$ cat config.mk
export PLATFORM = sky130hd
export DESIGN_NAME = keyword_lexer_tokenizer_flat
export DESIGN_NICKNAME = d
export VERILOG_FILES = /design/src/rtl/kwlex_pkg.sv /design/src/rtl/kwlex_ifs.sv /design/src/rtl/keyword_lexer_tokenizer.sv /design/src/rtl/kwlex_front.sv /design/src/rtl/kwlex_queue.sv /design/src/rtl/kwlex_back.sv /design/src/flat_wrapper.sv
export SDC_FILE = /design/constraint.sdc
export NUM_CORES = 1
export LEC_CHECK = 0
export BUFFER_PORTS_ARGS = -buffer_cell sky130_fd_sc_hd__buf_2
export CAP_MARGIN = 20
export CORE_UTILIZATION = 50
export DETAILED_ROUTE_END_ITERATION = 10
export GPL_TIMING_DRIVEN = 0
export HOLD_SLACK_MARGIN = 0.08
export PLACE_DENSITY = 0.66
export RECOVER_POWER = 50
export SETUP_SLACK_MARGIN = 0.02
export SLEW_MARGIN = 25
export SYNTH_ARGS = -nofsm -noshare
export SYNTH_HDL_FRONTEND = slang
export SYNTH_SLANG_ARGS = --single-unit
$ cat constraint.sdc
create_clock -name clock -period 4.9 [get_ports clock]
set_input_delay 0.735 -clock clock [delete_from_list [all_inputs] [get_ports clock]]
set_output_delay 0.735 -clock clock [all_outputs]
set_load 0.05 [all_outputs]
$ cat src/rtl/kwlex_pkg.sv
`default_nettype none

package kwlex_pkg;

   // Widths of the token text bookkeeping, wide enough for the largest buffer
   localparam int TEXT_LEN_W = 6;

   // Token types
   localparam logic [3:0] TOK_IDENT  = 4'd6;
   localparam logic [3:0] TOK_NUMBER = 4'd7;
   localparam logic [3:0] TOK_STRING = 4'd8;
   localparam logic [3:0] TOK_ASSIGN = 4'd9;
   localparam logic [3:0] TOK_OP     = 4'd10;
   localparam logic [3:0] TOK_COLON  = 4'd11;
   localparam logic [3:0] TOK_EOF    = 4'd12;

   // Characters with a meaning of their own
   localparam logic [7:0] CH_QUOTE  = 8'h22;
   localparam logic [7:0] CH_EQUAL  = 8'h3D;
   localparam logic [7:0] CH_BANG   = 8'h21;
   localparam logic [7:0] CH_GT     = 8'h3E;
   localparam logic [7:0] CH_LT     = 8'h3C;
   localparam logic [7:0] CH_COLON  = 8'h3A;
   localparam logic [7:0] CH_DOT    = 8'h2E;
   localparam logic [7:0] CH_UNDER  = 8'h5F;
   localparam logic [7:0] CH_NUL    = 8'h00;

   // Keyword table: token type of keyword k is k
   localparam int KW_COUNT   = 6;
   localparam int KW_MAX_LEN = 8;
   localparam int KW_POS_W   = 3;

   localparam logic [7:0] KW_TEXT [KW_COUNT][KW_MAX_LEN] = '{
      '{"l", "e", "t", CH_NUL, CH_NUL, CH_NUL, CH_NUL, CH_NUL},
      '{"s", "a", "y", CH_NUL, CH_NUL, CH_NUL, CH_NUL, CH_NUL},
      '{"p", "r", "o", "v", "i", "d", "e", CH_NUL},
      '{"w", "h", "e", "n", CH_NUL, CH_NUL, CH_NUL, CH_NUL},
      '{"n", "o", "t", CH_NUL, CH_NUL, CH_NUL, CH_NUL, CH_NUL},
      '{"e", "n", "d", CH_NUL, CH_NUL, CH_NUL, CH_NUL, CH_NUL}
   };

   localparam logic [TEXT_LEN_W-1:0] KW_LEN [KW_COUNT] = '{
      6'd3, 6'd3, 6'd7, 6'd4, 6'd3, 6'd3
   };

   // Queue between front and back
   localparam int QUEUE_DEPTH = 4;
   localparam int QUEUE_PTR_W = 2;

   // Lexer modes
   typedef enum logic [2:0] {
      MODE_IDLE,
      MODE_WORD,
      MODE_NUM,
      MODE_STR,
      MODE_EQ,
      MODE_BANG,
      MODE_GT,
      MODE_LT
   } mode_type;

   // Back end sequencer states
   typedef enum logic [1:0] {
      BK_IDLE,
      BK_READ,
      BK_SEND
   } back_state_type;

   // Operations handed from front to back
   typedef enum logic [1:0] {
      UOP_APPEND,  // write data at buffer index len
      UOP_CHAR,    // one result from data
      UOP_TEXT     // run of len results read from the buffer
   } uop_kind_type;

   typedef struct packed {
      uop_kind_type          kind;
      logic [3:0]            token_type;
      logic [7:0]            data;
      logic                  text_valid;
      logic [TEXT_LEN_W-1:0] len;
      logic                  trunc;
      logic                  token_last;
      logic                  step_last;
   } uop_type;

   function automatic logic is_space(input logic [7:0] c);
      return (c == 8'h20) || (c >= 8'h09 && c <= 8'h0D);
   endfunction

   function automatic logic is_alpha(input logic [7:0] c);
      return (c >= "a" && c <= "z") || (c >= "A" && c <= "Z");
   endfunction

   function automatic logic is_digit(input logic [7:0] c);
      return c >= "0" && c <= "9";
   endfunction

   function automatic logic is_word_char(input logic [7:0] c);
      return is_alpha(c) || is_digit(c) || (c == CH_UNDER);
   endfunction

   function automatic uop_type make_append(input logic [TEXT_LEN_W-1:0] idx,
                                           input logic [7:0] c);
      uop_type u;
      u = '0;
      u.kind = UOP_APPEND;
      u.data = c;
      u.len  = idx;
      return u;
   endfunction

   function automatic uop_type make_char(input logic [3:0] tt, input logic [7:0] c,
                                         input logic valid, input logic last);
      uop_type u;
      u = '0;
      u.kind       = UOP_CHAR;
      u.token_type = tt;
      u.data       = c;
      u.text_valid = valid;
      u.token_last = last;
      return u;
   endfunction

   function automatic uop_type make_text(input logic [3:0] tt,
                                         input logic [TEXT_LEN_W-1:0] len,
                                         input logic trunc);
      uop_type u;
      u = '0;
      u.kind       = UOP_TEXT;
      u.token_type = tt;
      u.text_valid = (len != '0);
      u.len        = len;
      u.trunc      = trunc;
      u.token_last = 1'b1;
      return u;
   endfunction

endpackage

`default_nettype wire

$ cat src/rtl/kwlex_ifs.sv
`default_nettype none

// Source byte channel
interface kwlex_req_if;
   logic       valid;
   logic       ready;
   logic       command;
   logic [7:0] char_byte;

   modport source (output valid, output command, output char_byte, input ready);
   modport sink   (input valid, input command, input char_byte, output ready);
endinterface

// Token character channel
interface kwlex_rsp_if;
   logic       valid;
   logic       ready;
   logic [3:0] token_type;
   logic [7:0] text_byte;
   logic       text_valid;
   logic       token_last;
   logic       text_truncated;
   logic       step_last;

   modport source (output valid, output token_type, output text_byte, output text_valid,
                   output token_last, output text_truncated, output step_last,
                   input ready);
   modport sink   (input valid, input token_type, input text_byte, input text_valid,
                   input token_last, input text_truncated, input step_last,
                   output ready);
endinterface

`default_nettype wire

$ cat src/rtl/keyword_lexer_tokenizer.sv
// Streaming keyword lexer.
// req_chan carries one transaction per source byte (command 0) or an end of
// source (command 1); rsp_chan carries one transaction per token character,
// with the token type and token_last/step_last marks. Both use valid/ready.
// The front classifies each byte against the lexer mode and posts zero to two
// operations (buffer append, single character, buffered text run) into a
// four-entry queue; the back executes them and owns the token text buffer.
// Input rate: one byte per cycle when it posts nothing; a byte that posts
// operations holds req_chan.ready low until the front has handed them all to
// the queue, and beyond that the front only stalls when the queue is full. On
// the output, a buffered text run is popped and then each character takes a
// registered buffer read and then a send, a single character is popped and
// then sent, and a buffer append is only popped. When rsp_chan is stalled the
// current result holds and the queue fills, after which req_chan.ready drops.
// Reset (synchronous) returns the lexer to idle, empties the queue and the
// back sequencer; buffer contents are not cleared and need no clearing pass.
`default_nettype none

module keyword_lexer_tokenizer #(
   parameter int MAX_TOKEN_LEN = 32
) (
   input  logic        clock,
   input  logic        reset,
   kwlex_req_if.sink   req_chan,
   kwlex_rsp_if.source rsp_chan
);

   kwlex_pkg::uop_type front_data, back_data;
   logic               front_valid, front_ready, back_valid, back_ready;

   kwlex_front #(.MAX_TOKEN_LEN(MAX_TOKEN_LEN)) u_front (
      .clock    (clock),
      .reset    (reset),
      .req_chan (req_chan),
      .q_data   (front_data),
      .q_valid  (front_valid),
      .q_ready  (front_ready)
   );

   kwlex_queue u_queue (
      .clock     (clock),
      .reset     (reset),
      .in_data   (front_data),
      .in_valid  (front_valid),
      .in_ready  (front_ready),
      .out_data  (back_data),
      .out_valid (back_valid),
      .out_ready (back_ready)
   );

   kwlex_back #(.MAX_TOKEN_LEN(MAX_TOKEN_LEN)) u_back (
      .clock    (clock),
      .reset    (reset),
      .q_data   (back_data),
      .q_valid  (back_valid),
      .q_ready  (back_ready),
      .rsp_chan (rsp_chan)
   );

endmodule

`default_nettype wire

$ cat src/rtl/kwlex_front.sv
`default_nettype none

module kwlex_front #(
   parameter int MAX_TOKEN_LEN = 32
) (
   input  logic              clock,
   input  logic              reset,
   kwlex_req_if.sink         req_chan,
   output kwlex_pkg::uop_type q_data,
   output logic              q_valid,
   input  logic              q_ready
);

   localparam int LW = kwlex_pkg::TEXT_LEN_W;
   localparam logic [LW-1:0] MAX_LEN = LW'(MAX_TOKEN_LEN);

   kwlex_pkg::mode_type mode_ff, mode_in;
   logic [LW-1:0]       len_ff, len_in;
   logic                ovf_ff, ovf_in;
   logic [kwlex_pkg::KW_COUNT-1:0] kw_ff, kw_in;
   kwlex_pkg::uop_type  slot_ff [2];
   kwlex_pkg::uop_type  slot_in [2];
   logic [1:0]          pv_ff, pv_in;

   logic                accept, push;
   logic [7:0]          c;
   logic [3:0]          word_tt;
   logic [7:0]          pend_ch;
   kwlex_pkg::uop_type  flush_u, app_u, st_u, a_u, b_u, s0_u, s1_u;
   logic                flush_v, app_v, st_v, a_v, b_v, s1_v, cont;
   logic [LW-1:0]       len_app, st_len;
   logic                ovf_app;
   logic [kwlex_pkg::KW_COUNT-1:0] kw_app, st_kw;
   kwlex_pkg::mode_type st_mode;

   assign c        = req_chan.char_byte;
   assign accept   = req_chan.valid && req_chan.ready;
   assign push     = pv_ff[0] && q_ready;
   // a new transaction only once the previous one has left all its work in the queue
   assign req_chan.ready = !pv_ff[0];
   assign q_valid  = pv_ff[0];
   assign q_data   = slot_ff[0];

   always_comb begin
      // keyword match on the open word
      word_tt = kwlex_pkg::TOK_IDENT;
      if (!ovf_ff) begin
         for (int k = 0; k < kwlex_pkg::KW_COUNT; k++) begin
            if (kw_ff[k] && len_ff == kwlex_pkg::KW_LEN[k]) word_tt = 4'(k);
         end
      end

      // character of a pending one-byte operator
      unique case (mode_ff)
         kwlex_pkg::MODE_EQ:   pend_ch = kwlex_pkg::CH_EQUAL;
         kwlex_pkg::MODE_BANG: pend_ch = kwlex_pkg::CH_BANG;
         kwlex_pkg::MODE_GT:   pend_ch = kwlex_pkg::CH_GT;
         default:              pend_ch = kwlex_pkg::CH_LT;
      endcase

      // emit the open token
      flush_v = 1'b1;
      unique case (mode_ff)
         kwlex_pkg::MODE_IDLE: begin
            flush_v = 1'b0;
            flush_u = kwlex_pkg::make_text(kwlex_pkg::TOK_IDENT, len_ff, ovf_ff);
         end
         kwlex_pkg::MODE_WORD: flush_u = kwlex_pkg::make_text(word_tt, len_ff, ovf_ff);
         kwlex_pkg::MODE_NUM:
            flush_u = kwlex_pkg::make_text(kwlex_pkg::TOK_NUMBER, len_ff, ovf_ff);
         kwlex_pkg::MODE_STR:
            flush_u = kwlex_pkg::make_text(kwlex_pkg::TOK_STRING, len_ff, ovf_ff);
         kwlex_pkg::MODE_EQ:
            flush_u = kwlex_pkg::make_char(kwlex_pkg::TOK_ASSIGN, pend_ch, 1'b1, 1'b1);
         kwlex_pkg::MODE_BANG, kwlex_pkg::MODE_GT, kwlex_pkg::MODE_LT:
            flush_u = kwlex_pkg::make_char(kwlex_pkg::TOK_OP, pend_ch, 1'b1, 1'b1);
      endcase

      // append to the open token, drop and flag once the buffer is full
      app_v   = len_ff < MAX_LEN;
      app_u   = kwlex_pkg::make_append(len_ff, c);
      len_app = app_v ? len_ff + LW'(1) : len_ff;
      ovf_app = ovf_ff | !app_v;
      for (int k = 0; k < kwlex_pkg::KW_COUNT; k++) begin
         kw_app[k] = kw_ff[k] && (len_ff < LW'(kwlex_pkg::KW_MAX_LEN)) &&
                     (kwlex_pkg::KW_TEXT[k][len_ff[kwlex_pkg::KW_POS_W-1:0]] == c);
      end

      // byte seen from the idle mode
      st_mode = kwlex_pkg::MODE_IDLE;
      st_len  = '0;
      st_v    = 1'b0;
      st_u    = kwlex_pkg::make_append('0, c);
      for (int k = 0; k < kwlex_pkg::KW_COUNT; k++) begin
         st_kw[k] = (kwlex_pkg::KW_TEXT[k][0] == c);
      end
      priority if (kwlex_pkg::is_space(c)) begin
         st_mode = kwlex_pkg::MODE_IDLE;
      end else if (kwlex_pkg::is_alpha(c)) begin
         st_mode = kwlex_pkg::MODE_WORD;
         st_len  = LW'(1);
         st_v    = 1'b1;
      end else if (kwlex_pkg::is_digit(c)) begin
         st_mode = kwlex_pkg::MODE_NUM;
         st_len  = LW'(1);
         st_v    = 1'b1;
      end else if (c == kwlex_pkg::CH_QUOTE) begin
         st_mode = kwlex_pkg::MODE_STR;
      end else if (c == kwlex_pkg::CH_EQUAL) begin
         st_mode = kwlex_pkg::MODE_EQ;
      end else if (c == kwlex_pkg::CH_BANG) begin
         st_mode = kwlex_pkg::MODE_BANG;
      end else if (c == kwlex_pkg::CH_GT) begin
         st_mode = kwlex_pkg::MODE_GT;
      end else if (c == kwlex_pkg::CH_LT) begin
         st_mode = kwlex_pkg::MODE_LT;
      end else if (c == kwlex_pkg::CH_COLON) begin
         st_v = 1'b1;
         st_u = kwlex_pkg::make_char(kwlex_pkg::TOK_COLON, c, 1'b1, 1'b1);
      end else begin
         st_v = 1'b1;
         st_u = kwlex_pkg::make_char(kwlex_pkg::TOK_OP, c, 1'b1, 1'b1);
      end

      // pick up to two operations for this transaction
      a_u     = flush_u;
      a_v     = 1'b0;
      b_u     = st_u;
      b_v     = 1'b0;
      mode_in = mode_ff;
      len_in  = len_ff;
      ovf_in  = ovf_ff;
      kw_in   = kw_ff;
      cont    = 1'b0;
      if (req_chan.command) begin
         a_v     = flush_v;
         b_u     = kwlex_pkg::make_char(kwlex_pkg::TOK_EOF, kwlex_pkg::CH_NUL, 1'b0, 1'b1);
         b_v     = 1'b1;
         mode_in = kwlex_pkg::MODE_IDLE;
         len_in  = '0;
         ovf_in  = 1'b0;
         kw_in   = '0;
      end else begin
         unique case (mode_ff)
            kwlex_pkg::MODE_WORD, kwlex_pkg::MODE_NUM, kwlex_pkg::MODE_STR: begin
               if (mode_ff == kwlex_pkg::MODE_WORD) cont = kwlex_pkg::is_word_char(c);
               else if (mode_ff == kwlex_pkg::MODE_NUM)
                  cont = kwlex_pkg::is_digit(c) || (c == kwlex_pkg::CH_DOT);
               else cont = (c != kwlex_pkg::CH_QUOTE);
               if (cont) begin
                  a_u    = app_u;
                  a_v    = app_v;
                  len_in = len_app;
                  ovf_in = ovf_app;
                  kw_in  = kw_app;
               end else if (mode_ff == kwlex_pkg::MODE_STR) begin
                  // closing quote ends the string only
                  a_v     = 1'b1;
                  mode_in = kwlex_pkg::MODE_IDLE;
                  len_in  = '0;
                  ovf_in  = 1'b0;
                  kw_in   = '0;
               end else begin
                  a_v     = 1'b1;
                  b_v     = st_v;
                  mode_in = st_mode;
                  len_in  = st_len;
                  ovf_in  = 1'b0;
                  kw_in   = st_kw;
               end
            end
            kwlex_pkg::MODE_EQ, kwlex_pkg::MODE_BANG,
            kwlex_pkg::MODE_GT, kwlex_pkg::MODE_LT: begin
               if (c == kwlex_pkg::CH_EQUAL) begin
                  // two-character comparison
                  a_u     = kwlex_pkg::make_char(kwlex_pkg::TOK_OP, pend_ch, 1'b1, 1'b0);
                  a_v     = 1'b1;
                  b_u     = kwlex_pkg::make_char(kwlex_pkg::TOK_OP, c, 1'b1, 1'b1);
                  b_v     = 1'b1;
                  mode_in = kwlex_pkg::MODE_IDLE;
                  len_in  = '0;
                  ovf_in  = 1'b0;
                  kw_in   = '0;
               end else begin
                  a_v     = 1'b1;
                  b_v     = st_v;
                  mode_in = st_mode;
                  len_in  = st_len;
                  ovf_in  = 1'b0;
                  kw_in   = st_kw;
               end
            end
            kwlex_pkg::MODE_IDLE: begin
               a_u     = st_u;
               a_v     = st_v;
               mode_in = st_mode;
               len_in  = st_len;
               ovf_in  = 1'b0;
               kw_in   = st_kw;
            end
         endcase
      end

      // compact into the slots and mark the last result-producing operation
      s0_u = a_v ? a_u : b_u;
      s1_u = b_u;
      s1_v = a_v && b_v;
      if (s1_v && s1_u.kind != kwlex_pkg::UOP_APPEND) begin
         s1_u.step_last = 1'b1;
      end else if ((a_v || b_v) && s0_u.kind != kwlex_pkg::UOP_APPEND) begin
         s0_u.step_last = 1'b1;
      end

      // slot shift register
      slot_in = slot_ff;
      pv_in   = pv_ff;
      if (accept) begin
         slot_in[0] = s0_u;
         slot_in[1] = s1_u;
         pv_in      = {s1_v, a_v || b_v};
      end else if (push) begin
         slot_in[0] = slot_ff[1];
         pv_in      = {1'b0, pv_ff[1]};
      end
   end

   // control state
   always_ff @(posedge clock) begin
      if (reset) begin
         mode_ff <= kwlex_pkg::MODE_IDLE;
         len_ff  <= '0;
         ovf_ff  <= 1'b0;
         kw_ff   <= '0;
         pv_ff   <= '0;
      end else begin
         pv_ff <= pv_in;
         if (accept) begin
            mode_ff <= mode_in;
            len_ff  <= len_in;
            ovf_ff  <= ovf_in;
            kw_ff   <= kw_in;
         end
      end
   end

   // pending operations
   always_ff @(posedge clock) begin
      slot_ff <= slot_in;
   end

`ifndef SYNTHESIS
   a_slot_order: assert property (@(posedge clock) disable iff (reset)
      pv_ff[1] |-> pv_ff[0])
      else $error("second slot pending without the first");

   a_len_bound: assert property (@(posedge clock) disable iff (reset)
      len_ff <= MAX_LEN)
      else $error("token length beyond buffer size");
`endif

endmodule

`default_nettype wire

$ cat src/rtl/kwlex_queue.sv
`default_nettype none

module kwlex_queue (
   input  logic               clock,
   input  logic               reset,
   input  kwlex_pkg::uop_type in_data,
   input  logic               in_valid,
   output logic               in_ready,
   output kwlex_pkg::uop_type out_data,
   output logic               out_valid,
   input  logic               out_ready
);

   localparam int PW = kwlex_pkg::QUEUE_PTR_W;

   kwlex_pkg::uop_type ent_ff [kwlex_pkg::QUEUE_DEPTH];
   logic [PW-1:0]      wr_ptr_ff, wr_ptr_in, rd_ptr_ff, rd_ptr_in;
   logic [PW:0]        count_ff, count_in;
   logic               wr, rd;

   assign in_ready  = count_ff != (PW + 1)'(kwlex_pkg::QUEUE_DEPTH);
   assign out_valid = count_ff != '0;
   assign out_data  = ent_ff[rd_ptr_ff];
   assign wr        = in_valid && in_ready;
   assign rd        = out_valid && out_ready;

   // pointer and fill level
   always_comb begin
      wr_ptr_in = wr ? wr_ptr_ff + PW'(1) : wr_ptr_ff;
      rd_ptr_in = rd ? rd_ptr_ff + PW'(1) : rd_ptr_ff;
      count_in  = count_ff;
      if (wr && !rd) count_in = count_ff + (PW + 1)'(1);
      else if (rd && !wr) count_in = count_ff - (PW + 1)'(1);
   end

   always_ff @(posedge clock) begin
      if (reset) begin
         wr_ptr_ff <= '0;
         rd_ptr_ff <= '0;
         count_ff  <= '0;
      end else begin
         wr_ptr_ff <= wr_ptr_in;
         rd_ptr_ff <= rd_ptr_in;
         count_ff  <= count_in;
      end
   end

   // storage
   always_ff @(posedge clock) begin
      if (wr) ent_ff[wr_ptr_ff] <= in_data;
   end

endmodule

`default_nettype wire

$ cat src/rtl/kwlex_back.sv
`default_nettype none

module kwlex_back #(
   parameter int MAX_TOKEN_LEN = 32
) (
   input  logic               clock,
   input  logic               reset,
   input  kwlex_pkg::uop_type q_data,
   input  logic               q_valid,
   output logic               q_ready,
   kwlex_rsp_if.source        rsp_chan
);

   localparam int LW    = kwlex_pkg::TEXT_LEN_W;
   localparam int IDX_W = $clog2(MAX_TOKEN_LEN);

   kwlex_pkg::back_state_type state_ff, state_in;
   kwlex_pkg::uop_type        cur_ff, cur_in;
   logic [LW-1:0]             idx_ff, idx_in;
   logic [7:0]                rd_data_ff;
   logic [7:0]                text_mem [MAX_TOKEN_LEN];

   logic       pop, wr_en, from_mem, last_char, tok_last, sent;
   logic [LW:0] idx_plus;

   assign q_ready   = state_ff == kwlex_pkg::BK_IDLE;
   assign pop       = q_valid && q_ready;
   assign from_mem  = cur_ff.kind == kwlex_pkg::UOP_TEXT && cur_ff.text_valid;
   assign idx_plus  = {1'b0, idx_ff} + (LW + 1)'(1);
   assign last_char = idx_plus == {1'b0, cur_ff.len};
   assign tok_last  = cur_ff.token_last && (!from_mem || last_char);
   assign sent      = rsp_chan.valid && rsp_chan.ready;

   // result port, straight from registers
   assign rsp_chan.valid          = state_ff == kwlex_pkg::BK_SEND;
   assign rsp_chan.token_type     = cur_ff.token_type;
   assign rsp_chan.text_byte      = from_mem ? rd_data_ff : cur_ff.data;
   assign rsp_chan.text_valid     = cur_ff.text_valid;
   assign rsp_chan.token_last     = tok_last;
   assign rsp_chan.text_truncated = cur_ff.trunc;
   assign rsp_chan.step_last      = cur_ff.step_last && tok_last;

   // sequencer
   always_comb begin
      state_in = state_ff;
      cur_in   = cur_ff;
      idx_in   = idx_ff;
      wr_en    = 1'b0;
      unique case (state_ff)
         kwlex_pkg::BK_IDLE: begin
            if (pop) begin
               cur_in = q_data;
               idx_in = '0;
               unique case (q_data.kind)
                  kwlex_pkg::UOP_APPEND: wr_en = 1'b1;
                  kwlex_pkg::UOP_TEXT:
                     state_in = q_data.text_valid ? kwlex_pkg::BK_READ : kwlex_pkg::BK_SEND;
                  default: state_in = kwlex_pkg::BK_SEND;
               endcase
            end
         end
         kwlex_pkg::BK_READ: state_in = kwlex_pkg::BK_SEND;
         kwlex_pkg::BK_SEND: begin
            if (sent) begin
               if (from_mem && !last_char) begin
                  idx_in   = idx_plus[LW-1:0];
                  state_in = kwlex_pkg::BK_READ;
               end else begin
                  state_in = kwlex_pkg::BK_IDLE;
               end
            end
         end
         default: state_in = kwlex_pkg::BK_IDLE;
      endcase
   end

   always_ff @(posedge clock) begin
      if (reset) state_ff <= kwlex_pkg::BK_IDLE;
      else state_ff <= state_in;
   end

   always_ff @(posedge clock) begin
      cur_ff <= cur_in;
      idx_ff <= idx_in;
   end

   // token text buffer, one write and one registered read port
   always_ff @(posedge clock) begin
      if (wr_en) text_mem[q_data.len[IDX_W-1:0]] <= q_data.data;
      rd_data_ff <= text_mem[idx_ff[IDX_W-1:0]];
   end

`ifndef SYNTHESIS
   a_append_in_range: assert property (@(posedge clock) disable iff (reset)
      (pop && q_data.kind == kwlex_pkg::UOP_APPEND) |-> q_data.len < LW'(MAX_TOKEN_LEN))
      else $error("buffer write beyond token buffer");

   a_read_then_send: assert property (@(posedge clock) disable iff (reset)
      state_ff == kwlex_pkg::BK_READ |=> state_ff == kwlex_pkg::BK_SEND)
      else $error("buffer read not followed by send");

   a_idx_in_token: assert property (@(posedge clock) disable iff (reset)
      (state_ff == kwlex_pkg::BK_SEND && from_mem) |-> idx_ff < cur_ff.len)
      else $error("drain index past token length");
`endif

endmodule

`default_nettype wire
$ cat src/flat_wrapper.sv
// flat-port wrapper written by rule: the top's interface ports become plain ports
module keyword_lexer_tokenizer_flat 
#(
   parameter int MAX_TOKEN_LEN = 32
)
  (clock, reset, req_chan_valid, req_chan_command, req_chan_char_byte, req_chan_ready, rsp_chan_valid, rsp_chan_token_type, rsp_chan_text_byte, rsp_chan_text_valid, rsp_chan_token_last, rsp_chan_text_truncated, rsp_chan_step_last, rsp_chan_ready);
  kwlex_req_if req_chan_i ();
  kwlex_rsp_if rsp_chan_i ();
  input  logic clock;
  input  logic reset;
  input wire logic [$bits(req_chan_i.valid)-1:0] req_chan_valid;
  input wire logic [$bits(req_chan_i.command)-1:0] req_chan_command;
  input wire logic [$bits(req_chan_i.char_byte)-1:0] req_chan_char_byte;
  output wire logic [$bits(req_chan_i.ready)-1:0] req_chan_ready;
  output wire logic [$bits(rsp_chan_i.valid)-1:0] rsp_chan_valid;
  output wire logic [$bits(rsp_chan_i.token_type)-1:0] rsp_chan_token_type;
  output wire logic [$bits(rsp_chan_i.text_byte)-1:0] rsp_chan_text_byte;
  output wire logic [$bits(rsp_chan_i.text_valid)-1:0] rsp_chan_text_valid;
  output wire logic [$bits(rsp_chan_i.token_last)-1:0] rsp_chan_token_last;
  output wire logic [$bits(rsp_chan_i.text_truncated)-1:0] rsp_chan_text_truncated;
  output wire logic [$bits(rsp_chan_i.step_last)-1:0] rsp_chan_step_last;
  input wire logic [$bits(rsp_chan_i.ready)-1:0] rsp_chan_ready;
  assign req_chan_i.valid = req_chan_valid;
  assign req_chan_i.command = req_chan_command;
  assign req_chan_i.char_byte = req_chan_char_byte;
  assign req_chan_ready = req_chan_i.ready;
  assign rsp_chan_valid = rsp_chan_i.valid;
  assign rsp_chan_token_type = rsp_chan_i.token_type;
  assign rsp_chan_text_byte = rsp_chan_i.text_byte;
  assign rsp_chan_text_valid = rsp_chan_i.text_valid;
  assign rsp_chan_token_last = rsp_chan_i.token_last;
  assign rsp_chan_text_truncated = rsp_chan_i.text_truncated;
  assign rsp_chan_step_last = rsp_chan_i.step_last;
  assign rsp_chan_i.ready = rsp_chan_ready;
  keyword_lexer_tokenizer #(.MAX_TOKEN_LEN(MAX_TOKEN_LEN)) u_core (.clock(clock), .reset(reset), .req_chan(req_chan_i), .rsp_chan(rsp_chan_i));
endmodule
==> results.sh <==
export IMPL_status="complete, but fails checks"
export IMPL_violations="max-capacitance violations, max-slew violations"
export IMPL_cts_hold_buf=0
export IMPL_ctsResizeCount=0
export IMPL_grt_ovfl_total=0
export IMPL_report_final_hold_viol_count=0
export IMPL_skew_ns=0.02762
export IMPL_worst_hold_slack_ns=0.4563
export IMPL_cp_max_fo=10
export IMPL_ys_types=73
export IMPL_max_cap_violations=4
export IMPL_wl_um=41120
export IMPL_final_max_slew_viol_count=100
export IMPL_dp_hpwl_um=27520
export IMPL_final_core_util=0.5636
export IMPL_synth_compound_area_share=0.04384
export IMPL_layout_nets=1239
export IMPL_async_flop_share=0
export IMPL_core_area_um2=37580
export IMPL_diodes=0
export IMPL_synth_xor_area_frac=0.01286
export IMPL_start_util=0.5074
export IMPL_area_growth_pct=11.08
export IMPL_grt_pass1_vias=10300
export IMPL_max_stage_delay_ns=0.59
export IMPL_yosys_register_bits=456
export IMPL_synth_top_family_by_area="multiplexers"
export IMPL_ant_nets=0
export IMPL_die_y_um=197.3
export IMPL_fin_crit_sh=0.8683
export IMPL_vias=10240
export IMPL_final_cell_mix="edfxtp_1, mux4_2, nor2_1"
export IMPL_clock_latency_ns=0.57
export IMPL_yosys_mux_area_fraction=0.1361
export IMPL_synth_nets=1160
export IMPL_worstPathRequired_ns=4.16
export IMPL_yosys_warnings=0
export IMPL_leakage_nw=6.618
export IMPL_die_w_um=197.3
export IMPL_avgSynthCellArea_um2=16.84
export IMPL_grt_use_total=0.2188
export IMPL_drive_above_1_share=0.1684
export IMPL_critPathKind="reg -> out"
export IMPL_gp_congestion=0.9079
export IMPL_rsz0062_at_grt="false"
export IMPL_multi_input_area_um2=5314
export IMPL_io_buffer_count=28
export IMPL_cts_max_level=2
export IMPL_seq_area_frac_synth=0.6988
export IMPL_wl_per_cell_um=23.39
export IMPL_tightest_slew_ns=1.888
export IMPL_p_per_area_nw_per_um2=549.1
export IMPL_dr_pass1_iters=5
export IMPL_critPathLaunchType="flip-flop"
export IMPL_critPathSlowestCell="clkbuf_1"
export IMPL_clock_sinks=456
export IMPL_rr_worst_depth=7
export IMPL_hp_class="reg -> reg"
export IMPL_clkTransAtPathRegs_ns=0.06
export IMPL_worstPathCellList="clkbuf_1 -> clkbuf_1 -> nand3_1 -> xor2_1 -> xnor2_1 -> nor4_1 -> a31oi_1 -> nor2b_1 -> and2_1 -> buf_2"
export IMPL_antenna_found_initial=0
export IMPL_layout_commonest_cell="edfxtp_1"
export IMPL_synthFlopType="edfxtp_1"
export IMPL_fmax_ghz=0.2350
export IMPL_peakVddDrop_uv=297.7
export IMPL_tns_ns=0
export IMPL_vias_per_cell=5.827
export IMPL_finalCriticalPeriod_ns=4.255
export IMPL_postSynthCellCount=1132
export IMPL_die_area_um2=38920
export IMPL_regArea_um2=13320
export IMPL_synth_edf_count=419
export IMPL_end_kind="output pin"
export IMPL_crit_top_cell="clkbuf_1"
export IMPL_finalWorstSetupSlack_ns=0.6453
export IMPL_synthAdderAreaFrac=0.01024
export IMPL_synth_simple_gate_area_frac=0.08006
export IMPL_pre_cts_ws_ns=1.155
export IMPL_arrival_ns=3.52
export IMPL_grt_max_degree=34
export IMPL_cts_inserted_buffers=46
export IMPL_root_buffer="clkbuf_16"
export IMPL_clockBufferDepth=3
export IMPL_grt_first_pass_wirelength_um=62550
export IMPL_whs_path_depth=2
export IMPL_syn_area_um2=19070
export IMPL_rows=71
export IMPL_cts_tree="built"
export IMPL_max_slew_margin_rel=-0.2592
export IMPL_setup_violations=0
export IMPL_post_cts_setup_buffers=0
export IMPL_drc=0
export IMPL_floorplan_io_pins=31
export IMPL_nFillCells=2950
export IMPL_drtIter0Drc=923
[where the power goes]
part	leakage, nW	internal, mW	switching [mW]	total, mW
registers	4.13	4.95	0.134	5.08
logic	1.79	1.19	2.01	3.19
clock network	0.698	1.94	1.42	3.36
total	6.62	8.07	3.56	11.6
[state kept, by name (all words and copies together), names as in the netlist, named ones only]
name,count
u_core.u_queue.ent_ff,96
u_core.u_back.rsp_chan.token_type,4
u_core.u_front.ovf_ff,1
u_core.u_queue.rd_ptr_ff,2
u_core.u_back.idx_ff,6
u_core.u_back.rsp_chan.text_valid,1
u_core.u_front.q_data,24
u_core.u_queue.wr_ptr_ff,2
u_core.u_back.text_mem,256
u_core.u_front.len_ff,6
u_core.u_back.rsp_chan.text_truncated,1
u_core.u_front.kw_ff,6
u_core.u_front.pv_ff,2
u_core.u_back.state_ff,2
u_core.u_back.cur_ff,18
u_core.u_front.mode_ff,3
u_core.u_front.slot_ff,13
u_core.u_back.rd_data_ff,8
u_core.u_queue.count_ff,3
[cell type report]
type                    count  area share
repair buffers             31    0.006085
plain buffers              65     0.01247
clock inverters            29     0.01193
flip-flops and latches    456      0.6291
multi-input cells         592      0.2509
inverters                  19    0.003368
clock buffers              55     0.05595
well taps                 511     0.03019
[cell usage after synthesis, types with 6 or more instances]
cell type,n,area share
mux4_2,104,0.12
o21ai_0,26,0.0068
mux2_2,18,0.011
edfxtp_1,419,0.66
a31oi_1,11,0.0036
xor2_1,15,0.0069
dfxtp_1,37,0.039
xnor2_1,13,0.0060
a21oi_1,37,0.0097
or3_1,10,0.0033
clkbuf_1,42,0.0083
nor2_1,92,0.018
nor4_1,6,0.0020
and2_1,11,0.0036
nand2b_1,14,0.0046
nor3_1,22,0.0058
nand3_1,21,0.0055
o22ai_1,7,0.0023
buf_1,14,0.0028
inv_1,19,0.0037
ha_1,14,0.0092
nand4_1,11,0.0036
nand2_1,53,0.010
nor2b_1,13,0.0043
[critical path: cells and delay by family, from the launching register on]
kind / cells / cell delay (ns)
compound gates: 1 / 0.24
xor+xnor: 2 / 0.39
buf+inv: 3 / 1.01
flops: 1 / 0.36
simple gates: 4 / 0.95
[layer usage]
| metal | global-route usage | vias up | share of wire |
|---|---|---|---|
| met5 | 0 | - | 0 |
| li1 | - | 4649 | - |
| met2 | 0.3835 | 295 | 0.51 |
| met1 | 0.2848 | 5230 | 0.42 |
| met3 | 0.03022 | 69 | 0.047 |
| met4 | 0.06374 | 0 | 0.025 |
[stage by stage]
step / power, mW / cells / cell area [um2]
after detailed placement: 8.417 / 1674 / 19880
after global routing: 12.06 / 1758 / 21180
after CTS: 11.78 / 1758 / 21320
after floorplan: 7.399 / 1132 / 19070
after global placement: 8.330 / 1671 / 19850
final: 11.63 / 1758 / 21180
[path summary, 6_finish.rpt]
kind	slack, ns	from	endpoint
worst max-delay path	0.65	u_core.u_back.idx_ff[0]	rsp_chan_step_last
worst min-delay path	0.46	u_core.u_front.kw_ff[0]	u_core.u_front.kw_ff[0]
worst max register to register	1.23	u_core.u_queue.count_ff[0]	u_core.u_back.text_mem[4][0]
worst min register to register	0.46	u_core.u_front.kw_ff[0]	u_core.u_front.kw_ff[0]
[logic make-up after synthesis]
group / count (synthesis)
flops: 456
simple gates: 295
compound gates: 127
mux: 127
buf+inv: 84
xor+xnor: 28
fa+ha+maj: 15
(Power assumes the default switching activity.)
